### config.mk
export PLATFORM = sky130hd
export DESIGN_NAME = two_way_merge_stream_flat
export DESIGN_NICKNAME = d
export VERILOG_FILES = /design/src/rtl/tms_pkg.sv /design/src/rtl/tms_if.sv /design/src/rtl/two_way_merge_stream.sv /design/src/rtl/tms_ram.sv /design/src/rtl/tms_pick.sv /design/src/flat_wrapper.sv
export SDC_FILE = /design/constraint.sdc
export NUM_CORES = 1
export LEC_CHECK = 0
export ABC_AREA = 0
export BUFFER_PORTS_ARGS = -buffer_cell sky130_fd_sc_hd__buf_2
export CAP_MARGIN = 20
export CORE_MARGIN = 1.5
export CORE_UTILIZATION = 35
export DETAILED_ROUTE_END_ITERATION = 7
export REMOVE_ABC_BUFFERS = 1
export SLEW_MARGIN = 20
export SYNTH_ARGS = -nofsm -noshare
export SYNTH_HDL_FRONTEND = slang
export SYNTH_SLANG_ARGS = --single-unit
### constraint.sdc
create_clock -name clk_i -period 5.67 [get_ports clk_i]
set_clock_uncertainty 0.2 [all_clocks]
set_input_delay 0.2835 -clock clk_i [delete_from_list [all_inputs] [get_ports clk_i]]
set_output_delay 0.2835 -clock clk_i [all_outputs]
set_load 0.1 [all_outputs]
### src/rtl/tms_pkg.sv
package tms_pkg;

  localparam int unsigned FIFO_DEPTH = 16;
  localparam int unsigned VALUE_W    = 32;
  localparam int unsigned PTR_W      = $clog2(FIFO_DEPTH);
  localparam int unsigned CNT_W      = $clog2(FIFO_DEPTH + 1);

  typedef logic [VALUE_W-1:0] value_t;
  typedef logic [PTR_W-1:0]   ptr_t;
  typedef logic [CNT_W-1:0]   cnt_t;

  // Occupancy of both runs, as seen by the pick unit
  typedef struct packed {
    cnt_t [1:0] counts;
    logic [1:0] ended;
  } run_state_t;

  // Decision of the pick unit
  typedef struct packed {
    logic valid;
    logic run;
  } pick_t;

  // One result word held in the output register
  typedef struct packed {
    value_t merged_value;
    logic   source_run;
    logic   merge_done;
    logic   push_error;
  } out_item_t;

endpackage

### src/rtl/tms_if.sv
interface tms_in_if;
  import tms_pkg::*;

  logic   valid;
  logic   ready;
  logic   run_id;
  value_t value;
  logic   run_last;

  modport source (output valid, output run_id, output value, output run_last, input ready);
  modport sink   (input valid, input run_id, input value, input run_last, output ready);
endinterface

interface tms_out_if;
  import tms_pkg::*;

  logic   valid;
  logic   ready;
  value_t merged_value;
  logic   source_run;
  logic   merge_done;
  logic   push_error;

  modport source (output valid, output merged_value, output source_run,
                  output merge_done, output push_error, input ready);
  modport sink   (input valid, input merged_value, input source_run,
                  input merge_done, input push_error, output ready);
endinterface

### src/rtl/two_way_merge_stream.sv
// Two-way merge of ascending runs.
//
// in_i carries one word per value: run_id (0 or 1), the 32-bit value and
// run_last on the final value of that run. out_o carries merged words:
// merged_value, source_run, merge_done on the final word of a merged pair of
// runs, and push_error on a word that reports a dropped push (run FIFO full,
// or run already ended).
//
// Each run has a FIFO of FIFO_DEPTH entries in a RAM with registered read.
// After a push is taken, a small sequencer reads both heads, lets one shared
// comparator pick the smaller (ties to run 0), and loads the output register.
// Per merged word the sequencer steps through a RAM read state, then a compare
// state that loads the output register; a push that emits nothing also passes
// both states with in_i.ready low before the next push can be taken. An
// error word appears in the next cycle. in_i.ready is high only while the
// sequencer is idle and the output register is empty.
//
// When out_o.ready is low the output word holds and the sequencer waits.
// Reset clears counts, heads and end flags; RAM contents need no clearing.
// After the merge_done word the block is back to its reset state.
module two_way_merge_stream (
  input  logic   clk_i,
  input  logic   rst_ni,
  tms_in_if.sink    in_i,
  tms_out_if.source out_o
);
  import tms_pkg::*;

  localparam logic [1:0] S_IDLE = 2'd0;
  localparam logic [1:0] S_READ = 2'd1;
  localparam logic [1:0] S_CMP  = 2'd2;

  logic [1:0] state_q, state_d;
  cnt_t [1:0] counts_q, counts_d;
  ptr_t [1:0] heads_q, heads_d;
  logic [1:0] ended_q, ended_d;
  logic       out_valid_q, out_valid_d;
  out_item_t  out_q, out_d;

  logic       in_take;
  logic       push_bad;
  logic [1:0] we;
  logic [CNT_W:0] wsum;
  ptr_t       waddr;
  value_t     head0, head1;
  run_state_t run_state;
  pick_t      pick;
  logic       out_free;
  logic       done;
  ptr_t       head_next;

  // Heads are always on the RAM read ports; data follows in the next cycle
  tms_ram #(.WIDTH(VALUE_W), .DEPTH(FIFO_DEPTH)) u_ram0 (
    .clk_i  (clk_i),
    .we_i   (we[0]),
    .waddr_i(waddr),
    .wdata_i(in_i.value),
    .raddr_i(heads_q[0]),
    .rdata_o(head0)
  );

  tms_ram #(.WIDTH(VALUE_W), .DEPTH(FIFO_DEPTH)) u_ram1 (
    .clk_i  (clk_i),
    .we_i   (we[1]),
    .waddr_i(waddr),
    .wdata_i(in_i.value),
    .raddr_i(heads_q[1]),
    .rdata_o(head1)
  );

  assign run_state.counts = counts_q;
  assign run_state.ended  = ended_q;

  tms_pick u_pick (
    .state_i(run_state),
    .head0_i(head0),
    .head1_i(head1),
    .pick_o (pick)
  );

  assign out_free    = !out_valid_q || out_o.ready;
  assign in_i.ready  = (state_q == S_IDLE) && !out_valid_q;
  assign in_take     = in_i.valid && in_i.ready;
  assign push_bad    = ended_q[in_i.run_id] ||
                       (counts_q[in_i.run_id] == cnt_t'(FIFO_DEPTH));

  // Tail slot: head plus count, wrapped once
  always_comb begin
    wsum = (CNT_W+1)'(heads_q[in_i.run_id]) + (CNT_W+1)'(counts_q[in_i.run_id]);
    if (wsum >= (CNT_W+1)'(FIFO_DEPTH)) begin
      wsum = wsum - (CNT_W+1)'(FIFO_DEPTH);
    end
    waddr = wsum[PTR_W-1:0];
  end

  always_comb begin
    we = '0;
    if (in_take && !push_bad) begin
      we[in_i.run_id] = 1'b1;
    end
  end

  assign head_next = (heads_q[pick.run] == ptr_t'(FIFO_DEPTH - 1)) ? '0
                   : heads_q[pick.run] + 1'b1;

  // Last word: both runs ended and the pop empties the final entry
  assign done = ended_q[0] && ended_q[1] &&
                (counts_q[pick.run] == cnt_t'(1)) &&
                (counts_q[!pick.run] == '0);

  always_comb begin
    state_d     = state_q;
    counts_d    = counts_q;
    heads_d     = heads_q;
    ended_d     = ended_q;
    out_valid_d = out_valid_q && !out_o.ready;
    out_d       = out_q;

    case (state_q)
      S_IDLE: begin
        if (in_take) begin
          if (push_bad) begin
            // Drop the push and report it
            out_valid_d       = 1'b1;
            out_d.merged_value = '0;
            out_d.source_run   = in_i.run_id;
            out_d.merge_done   = 1'b0;
            out_d.push_error   = 1'b1;
          end else begin
            counts_d[in_i.run_id] = counts_q[in_i.run_id] + 1'b1;
            if (in_i.run_last) begin
              ended_d[in_i.run_id] = 1'b1;
            end
            state_d = S_READ;
          end
        end
      end
      S_READ: begin
        state_d = S_CMP;
      end
      S_CMP: begin
        if (!pick.valid) begin
          state_d = S_IDLE;
        end else if (out_free) begin
          out_valid_d        = 1'b1;
          out_d.merged_value = pick.run ? head1 : head0;
          out_d.source_run   = pick.run;
          out_d.merge_done   = done;
          out_d.push_error   = 1'b0;
          if (done) begin
            // Clear for the next pair of runs
            counts_d = '0;
            heads_d  = '0;
            ended_d  = '0;
            state_d  = S_IDLE;
          end else begin
            counts_d[pick.run] = counts_q[pick.run] - 1'b1;
            heads_d[pick.run]  = head_next;
            state_d            = S_READ;
          end
        end
      end
      default: begin
        state_d = S_IDLE;
      end
    endcase
  end

  always_ff @(posedge clk_i or negedge rst_ni) begin
    if (!rst_ni) begin
      state_q     <= S_IDLE;
      counts_q    <= '0;
      heads_q     <= '0;
      ended_q     <= '0;
      out_valid_q <= 1'b0;
    end else begin
      state_q     <= state_d;
      counts_q    <= counts_d;
      heads_q     <= heads_d;
      ended_q     <= ended_d;
      out_valid_q <= out_valid_d;
    end
  end

  always_ff @(posedge clk_i) begin
    out_q <= out_d;
  end

  assign out_o.valid        = out_valid_q;
  assign out_o.merged_value = out_q.merged_value;
  assign out_o.source_run   = out_q.source_run;
  assign out_o.merge_done   = out_q.merge_done;
  assign out_o.push_error   = out_q.push_error;

`ifndef SYNTH
  a_count_bound: assert property (@(posedge clk_i) disable iff (!rst_ni)
    (counts_q[0] <= cnt_t'(FIFO_DEPTH)) && (counts_q[1] <= cnt_t'(FIFO_DEPTH)))
    else $error("run FIFO count exceeds depth");

  a_error_word: assert property (@(posedge clk_i) disable iff (!rst_ni)
    (in_take && push_bad) |=> (out_valid_q && out_q.push_error && (state_q == S_IDLE)))
    else $error("dropped push not reported");

  a_done_clears: assert property (@(posedge clk_i) disable iff (!rst_ni)
    (state_q == S_CMP && pick.valid && out_free && done) |=>
      (counts_q == '0 && ended_q == '0 && state_q == S_IDLE))
    else $error("state not cleared after final word");

  a_pop_nonempty: assert property (@(posedge clk_i) disable iff (!rst_ni)
    (state_q == S_CMP && pick.valid) |-> (counts_q[pick.run] != '0))
    else $error("pop from empty run FIFO");
`endif

endmodule

### src/rtl/tms_ram.sv
module tms_ram #(
  parameter int unsigned WIDTH = 32,
  parameter int unsigned DEPTH = 16,
  localparam int unsigned ADDR_W = $clog2(DEPTH)
) (
  input  logic              clk_i,
  input  logic              we_i,
  input  logic [ADDR_W-1:0] waddr_i,
  input  logic [WIDTH-1:0]  wdata_i,
  input  logic [ADDR_W-1:0] raddr_i,
  output logic [WIDTH-1:0]  rdata_o
);

  logic [WIDTH-1:0] mem_q [DEPTH];
  logic [WIDTH-1:0] rdata_q;

  always_ff @(posedge clk_i) begin
    if (we_i) begin
      mem_q[waddr_i] <= wdata_i;
    end
    rdata_q <= mem_q[raddr_i];
  end

  assign rdata_o = rdata_q;

endmodule

### src/rtl/tms_pick.sv
module tms_pick (
  input  tms_pkg::run_state_t state_i,
  input  tms_pkg::value_t     head0_i,
  input  tms_pkg::value_t     head1_i,
  output tms_pkg::pick_t      pick_o
);
  import tms_pkg::*;

  logic has0;
  logic has1;

  assign has0 = (state_i.counts[0] != '0);
  assign has1 = (state_i.counts[1] != '0);

  // Smaller head wins while both runs hold data; ties go to run 0
  always_comb begin
    pick_o = '0;
    if (has0 && has1) begin
      pick_o.valid = 1'b1;
      pick_o.run   = !(head0_i <= head1_i);
    end else if (has0 && state_i.ended[1]) begin
      pick_o.valid = 1'b1;
      pick_o.run   = 1'b0;
    end else if (has1 && state_i.ended[0]) begin
      pick_o.valid = 1'b1;
      pick_o.run   = 1'b1;
    end
  end

endmodule
### src/flat_wrapper.sv
// flat-port wrapper written by rule: the top's interface ports become plain ports
module two_way_merge_stream_flat import tms_pkg::*;
  (clk_i, rst_ni, in_i_valid, in_i_run_id, in_i_value, in_i_run_last, in_i_ready, out_o_valid, out_o_merged_value, out_o_source_run, out_o_merge_done, out_o_push_error, out_o_ready);
  tms_in_if in_i_i ();
  tms_out_if out_o_i ();
  input  logic clk_i;
  input  logic rst_ni;
  input wire logic [$bits(in_i_i.valid)-1:0] in_i_valid;
  input wire logic [$bits(in_i_i.run_id)-1:0] in_i_run_id;
  input wire logic [$bits(in_i_i.value)-1:0] in_i_value;
  input wire logic [$bits(in_i_i.run_last)-1:0] in_i_run_last;
  output wire logic [$bits(in_i_i.ready)-1:0] in_i_ready;
  output wire logic [$bits(out_o_i.valid)-1:0] out_o_valid;
  output wire logic [$bits(out_o_i.merged_value)-1:0] out_o_merged_value;
  output wire logic [$bits(out_o_i.source_run)-1:0] out_o_source_run;
  output wire logic [$bits(out_o_i.merge_done)-1:0] out_o_merge_done;
  output wire logic [$bits(out_o_i.push_error)-1:0] out_o_push_error;
  input wire logic [$bits(out_o_i.ready)-1:0] out_o_ready;
  assign in_i_i.valid = in_i_valid;
  assign in_i_i.run_id = in_i_run_id;
  assign in_i_i.value = in_i_value;
  assign in_i_i.run_last = in_i_run_last;
  assign in_i_ready = in_i_i.ready;
  assign out_o_valid = out_o_i.valid;
  assign out_o_merged_value = out_o_i.merged_value;
  assign out_o_source_run = out_o_i.source_run;
  assign out_o_merge_done = out_o_i.merge_done;
  assign out_o_push_error = out_o_i.push_error;
  assign out_o_i.ready = out_o_ready;
  two_way_merge_stream u_core (.clk_i(clk_i), .rst_ni(rst_ni), .in_i(in_i_i), .out_o(out_o_i));
endmodule
# --- Word level (Yosys, flattened, before mapping) ---
# Memories as Yosys holds them, arrays and structs flattened. A register that Yosys moved wholly into a read port is not among the register bits.
# Cells that the tools add are included.
classes:
  addsub: 5
  order_cmp: 7
  eq_ne: 13
  muxes: 64
  n_bitwise: 1
  reduce_logical: 29
ops:
  columns: ["operator", "count"]
  rows:
  - ["two-way mux 35 bit", 4]
  - ["one-hot mux 35 bit (2 select lines)", 1]
  - ["two-way mux 10 bit", 5]
  - ["two-way mux 5 bit", 8]
  - ["<= comparator 32 bit", 1]
  - ["two-way mux 32 bit", 1]
  - ["two-way mux 2 bit", 14]
  - ["two-way mux 4 bit", 7]
  - ["bitwise mux 10 bit", 2]
  - ["one-hot mux 10 bit (2 select lines)", 1]
  - ["logical AND 1 bit", 12]
  - ["two-way mux 1 bit", 12]
  - ["demux 5 bit (select 1 bit)", 2]
  - ["!= test 2 x 1 -> 1 bit (second input constant)", 5]
  - ["AND reduction 5 bit", 2]
  - ["nonzero test 5 bit", 2]
  - ["bitwise mux 8 bit", 1]
  - ["two-way mux 8 bit", 1]
  - ["AND reduction 7 bit", 1]
  - ["adder 4 x 5 -> 6 bit", 1]
  - [">= comparator 6 x 5 -> 1 bit (second input constant)", 1]
  - ["less-than comparator 1 x 2 -> 1 bit (second input constant)", 3]
  - ["one-hot mux 2 bit (3 select lines)", 1]
  - ["AND reduction 3 bit", 2]
  - ["22 further kinds", 29]
totals:
  regBits: 58
  mem_bits_rw: 1024
  output_inout_bits: 37
  wordCells: 132
  memories: 2
memory_table:
  columns: ["name", "depth", "word_bits", "rd", "rd_clocked_by_memory_dff", "wr", "line", "text"]
  rows:
  - ["u_core.u_ram0.mem_q", 16, 32, 1, 1, 1, "tms_ram.sv:14", "logic [WIDTH-1:0] mem_q [DEPTH];"]
  - ["u_core.u_ram1.mem_q", 16, 32, 1, 1, 1, "tms_ram.sv:14", null]

# --- Logic depth before layout (Yosys ltp) ---
depth:
  ltp_word: 14
  mapped_depth: 18
  mapped_depth_nobuf: 16

# --- Hierarchy ---
# From an unflattened synthesis, not the netlist that was laid out.
unflattened:
  cells_unflattened: 2091
  area_unflattened_um2: 43870.8
by_module_without_submodules:
  columns: ["module", "instances", "cells_each", "area_per_inst_um2"]
  rows:
  - ["tms_ram", 2, 838, 19835.3]
  - ["two_way_merge_stream", 1, 296, 3334.4]
  - ["tms_pick", 1, 119, 865.8]

# --- Least setup slack after synthesis ---
# Ideal clock, no wire load.
synth_timing:
  kind: "register -> register"
  start: "register u_core.out_valid_q, in the netlist u_core.out_o.valid"
  end: "memory u_core.u_ram1.mem_q[3][0], enable pin"
  setup_ns: 0.421
  arrival_ns: 5.266
  required_time_ns: 5.049
  path_slack_ns: -0.217
  stages_incl_launch_ff: 6
  path_buffers: 0
  path_cell_list: "dfrtp_1 nor3_1 nand3_1 nor2_1 nand3_1 nor2_1"
synth_via:
  elab_chain_len: 7
synth_lines:
  columns: ["item", "line", "text"]
  rows:
  - ["start, declared", "two_way_merge_stream.sv:37", "logic out_valid_q, out_valid_d;"]
  - ["start signal, assigned", "two_way_merge_stream.sv:181", "out_valid_q <= out_valid_d;"]
  - ["logical NOT 1 bit", "two_way_merge_stream.sv:82", "assign in_i.ready = (state_q == S_IDLE) && !out_valid_q;"]
  - ["logical AND 1 bit", "two_way_merge_stream.sv:82", null]
  - ["net in_i_ready", "flat_wrapper.sv:12", "output wire logic [$bits(in_i_i.ready)-1:0] in_i_ready;"]
  - ["logical AND 1 bit", "two_way_merge_stream.sv:83", "assign in_take = in_i.valid && in_i.ready;"]
  - ["logical AND 1 bit", "two_way_merge_stream.sv:98", "if (in_take && !push_bad) begin"]
  - ["two-way mux 2 bit", "two_way_merge_stream.sv:98", null]
  - ["two-way mux 1 bit", "tms_ram.sv:18", "if (we_i) begin"]
  - ["two-way mux 1 bit (implied by the code)", "tms_ram.sv:19", "mem_q[waddr_i] <= wdata_i;"]
  - ["end, declared", "tms_ram.sv:14", null]
# The timed path passes the listed nets, and every way through them passes these cells.

# --- Worst setup path after layout ---
layout_timing:
  start: "register u_core.u_ram1.rdata_q[3], in the netlist u_core.u_ram1.rdata_o[3] (read register of u_core.u_ram1.mem_q)"
  end: "register u_core.counts_q[8] (netlist name)"
layout_via:
  elab_chain_len: 12
layout_lines:
  columns: ["item", "line", "text"]
  rows:
  - ["start, declared", "tms_ram.sv:15", "logic [WIDTH-1:0] rdata_q;"]
  - ["<= comparator 32 bit *", "tms_pick.sv:20", "pick_o.run = !(head0_i <= head1_i);"]
  - ["logical NOT 1 bit *", "tms_pick.sv:20", null]
  - ["two-way mux 2 bit *", "tms_pick.sv:18", "if (has0 && has1) begin"]
  - ["branches (longest 5 deep; another with subtractor 5 x 1 -> 5 bit)", null, null]
  - ["two-way mux 10 bit *", "two_way_merge_stream.sv:150", "if (done) begin"]
  - ["two-way mux 10 bit *", "two_way_merge_stream.sv:144", "end else if (out_free) begin"]
  - ["two-way mux 10 bit *", "two_way_merge_stream.sv:142", "if (!pick.valid) begin"]
  - ["one-hot mux 10 bit (2 select lines) *", "two_way_merge_stream.sv:119", "case (state_q)"]
  - ["end signal, assigned", "two_way_merge_stream.sv:178", "counts_q <= counts_d;"]
  - ["end, declared", "two_way_merge_stream.sv:34", "cnt_t [1:0] counts_q, counts_d;"]
# Mark *: on every way between the ends. The select of a mux whose other input is x is not followed.
# A chain may end at the register's enable or synchronous reset.

==> results.cfg <==
[status]
status = finished, final reports clean

[layout]
drive_gt1_share_pct = 30.7
final_cells = 3912
final_cell_mix = 1059 x edfxtp_1, 320 x mux4_2, 118 x clkbuf_16
final_common_cell = edfxtp_1
syn_to_final_growth_pct = 16.3
layout.nets = 2237

[yosys]
yosysSeqAreaShare_pct = 76.4
synth_area_um2 = 44100
syn_area_per_cell_um2 = 22.4
yosys_warnings = 0
synth_edf_count = 1059
synth.distinct_cells = 71
synthArstFlopShare_pct = 2.01
ys_seq_elements = 1146
synth_cells = 1969
synthFlopType = edfxtp_1

[placement]
place_hpwl_um = 58500
io_buffers = 74
dpl.cell_count = 3651
pre_cts_ws_ns = 1.04
gp_congestion = 0.792

[critical_path]
path_common_cell = ha_1
crit_chain = inv_1 > ha_1 > nand4_1 > nor4_1 > buf_4 > a211o_4 > a21oi_1 > nor3_4 > mux2i_1 > ha_1 > nand3_1 > a21oi_4 > nand2_2 > a211o_1 > a31oi_1 > o22ai_1
critPathBufInv = 2
max_stage_delay_ns = 0.60
arrival_ns = 5.05
start_kind = flop
cp_slowest_cell = nor3_4
worstPathRequired_ns = 6.04
crit_type = flop to flop
endpoint_kind = flop
path_depth = 16
reg2reg_depth = 16
cp_max_fo = 14
critPathTopFamily = simple AND/OR/NAND/NOR gates

[sta]
slew_headroom_pct = 32.1
hold_slack_ns = 0.0647
worstMarginPinSlew_ns = 1.02
setup_slack_ns = 0.988
rsz0062_at_grt = no
post-route-period-util_pct = 82.6
timing.fmax_mhz = 214
setup_viol = 0
min_period_ns = 4.68
hold_viol = 0
drv_slew = 0

[floorplan]
fp.dieH_um = 358
core_region_area_um2 = 125000
num_io_pins = 75
rows = 130
start_util_pct = 35.2
dieArea_um2 = 128000
fp.dieW_um = 358

[cts]
cts-buffers-inserted = 115
clock_latency_ns = 0.70
cts_max_path_buffers = 3
clock_sink_count = 1146
cts_tree = done
htree_levels = 3
path_clk_slew_ns = 0.06
clock-root-buffer = clkbuf_16

[routing]
drc_errors = 0
first_pass_iters = 5
vias = 20600
wl_per_cell_um = 26.8
vias_per_cell = 5.27
dr.first_iter.drc_count = 2322
detail-route-antenna-nets = 0
drt-total-wl_um = 105000

[global_route]
grt_pass1_wl_um = 153000
grt_max_degree = 103
antenna_found_initial = 3
track_usage_pct = 16.6
gr-total-overflow = 0
grt_pass1_vias = 21300

[min_path]
hold_class = input pin to flop
whs_path_depth = 4

[run]
drv_cap = 0

[power_and_ir_drop]
ir_drop_mv = 0.367
cellPowerDensity_nw_per_um2 = 492
power.leakage_uw = 0.0164
-- cell type report --
type                       instances  area, um^2
inverter                          45         169
tap                             1650        2060
clock inverter                    47         452
clock buffer                     173        3340
sequential                      1146       33700
multi-input combinational        685       10000
timing repair buffer             165        1490
fill                           10800       74000
antenna                            1        2.50
-- per-stage QoR --
stage               instance area (um^2)  total power [uW]  TNS (ns)  utilization [%]
detailed placement                 47000             17900         0             37.6
global route                       51200             26200         0             40.9
finish                             51200             25200         0             40.9
global placement                   47000             17800         0             37.6
CTS                                51200             25500         0             40.9
floorplan                          43600             16200  -2779.23                -
-- power breakdown --
| part | leakage (uW) | switching [uW] | internal, uW |
|---|---|---|---|
| Clock | 0.00186 | 3150 | 4380 |
| Sequential | 0.0104 | 470 | 9790 |
| Combinational | 0.00414 | 4260 | 3130 |
-- registers in the layout, indices dropped and copies added (netlist names) --
register / cells
u_core.counts_q: 10
u_core.out_o.push_error: 1
u_core.u_ram0.mem_q: 512
u_core.out_o.merged_value: 32
u_core.state_q: 2
u_core.u_ram1.mem_q: 512
u_core.out_o.source_run: 1
u_core.u_ram1.rdata_o: 32
u_core.ended_q: 2
u_core.heads_q: 8
u_core.out_o.valid: 1
u_core.u_ram0.rdata_o: 32
u_core.out_o.merge_done: 1
-- routing by layer --
metal,track usage (%),share of wire [%],vias to the layer above
met5,0,0,-
met4,3.96,1.9,0
met3,3.34,6.5,149
met2,27.1,49,700
met1,22.9,43,11100
li1,-,-,8643
-- worst paths after layout --
check                                               from                 end  slack (ns)
worst max register to register  u_core.u_ram1.rdata_o[3]  u_core.counts_q[8]        0.99
worst min-delay path                         in_i_run_id   u_core.ended_q[0]        0.06
min in group asynchronous                         rst_ni  u_core.counts_q[4]        0.40
worst max-delay path            u_core.u_ram1.rdata_o[3]  u_core.counts_q[8]        0.99
worst min register to register         u_core.state_q[1]   u_core.state_q[1]        0.35
max in group asynchronous                         rst_ni   u_core.heads_q[5]        4.69
-- timing repair --
action,in CTS,in global routing
hold buffers,40,0
resized for setup,0,0
setup buffers,0,0
endpoints found under the hold margin,1052,0
-- synthesized netlist by cell type, types with 2 or more instances --
cell type	instances	area share (%)
mux4_2	320	16
nor4_1	4	0.057
a21oi_1	23	0.26
nand4_1	8	0.11
nand3b_1	2	0.034
edfxtp_1	1059	72
dfrtp_1	23	1.3
or3_4	3	0.077
or2_2	3	0.043
buf_1	14	0.12
nor3_1	12	0.14
o21ai_0	14	0.16
nand4b_1	2	0.040
nor2b_1	3	0.043
or3_1	2	0.028
a21o_1	6	0.10
xnor2_1	5	0.099
nor2_1	88	0.75
dfxtp_1	64	2.9
mux2i_1	40	0.91
o31a_1	2	0.040
nand2_2	2	0.028
o22ai_1	3	0.043
xor2_1	3	0.060
inv_1	45	0.38
nand2b_1	3	0.043
o21ai_1	4	0.045
a32oi_1	3	0.060
nand3_1	7	0.079
ha_1	40	1.1
nand2_1	35	0.30
mux2_2	8	0.20
clkbuf_1	54	0.46
a211oi_1	3	0.051
a31oi_1	4	0.057
buf_6	6	0.15
o21a_1	2	0.034
buf_2	13	0.15
buf_4	4	0.068
a22o_1	2	0.040
-- worst register-to-register path, stage by stage, from the launching register on --
cell     delay [ns]
dfxtp_1        0.34
inv_1          0.05
ha_1           0.31
nand4_1        0.22
nor4_1         0.50
buf_4          0.23
a211o_4        0.20
a21oi_1        0.12
nor3_4         0.60
mux2i_1        0.33
ha_1           0.19
nand3_1        0.14
a21oi_4        0.23
nand2_2        0.11
a211o_1        0.46
a31oi_1        0.22
o22ai_1        0.10
-- cells by family (layout without fill, tap and decap cells) --
logic type	Yosys count	after routing	synth area share, %
flip-flops	1146	1146	76.4
multiplexers	368	368	17.5
AND/OR/NAND/NOR	183	183	2.03
buffers and inverters	138	430	1.40
AO/OA/AOI/OAI	85	85	1.40
adder cells (fa/ha/maj)	41	41	1.18
XOR/XNOR	8	8	0.159
other	0	1	0
Power figures use the tool's default switching activity.
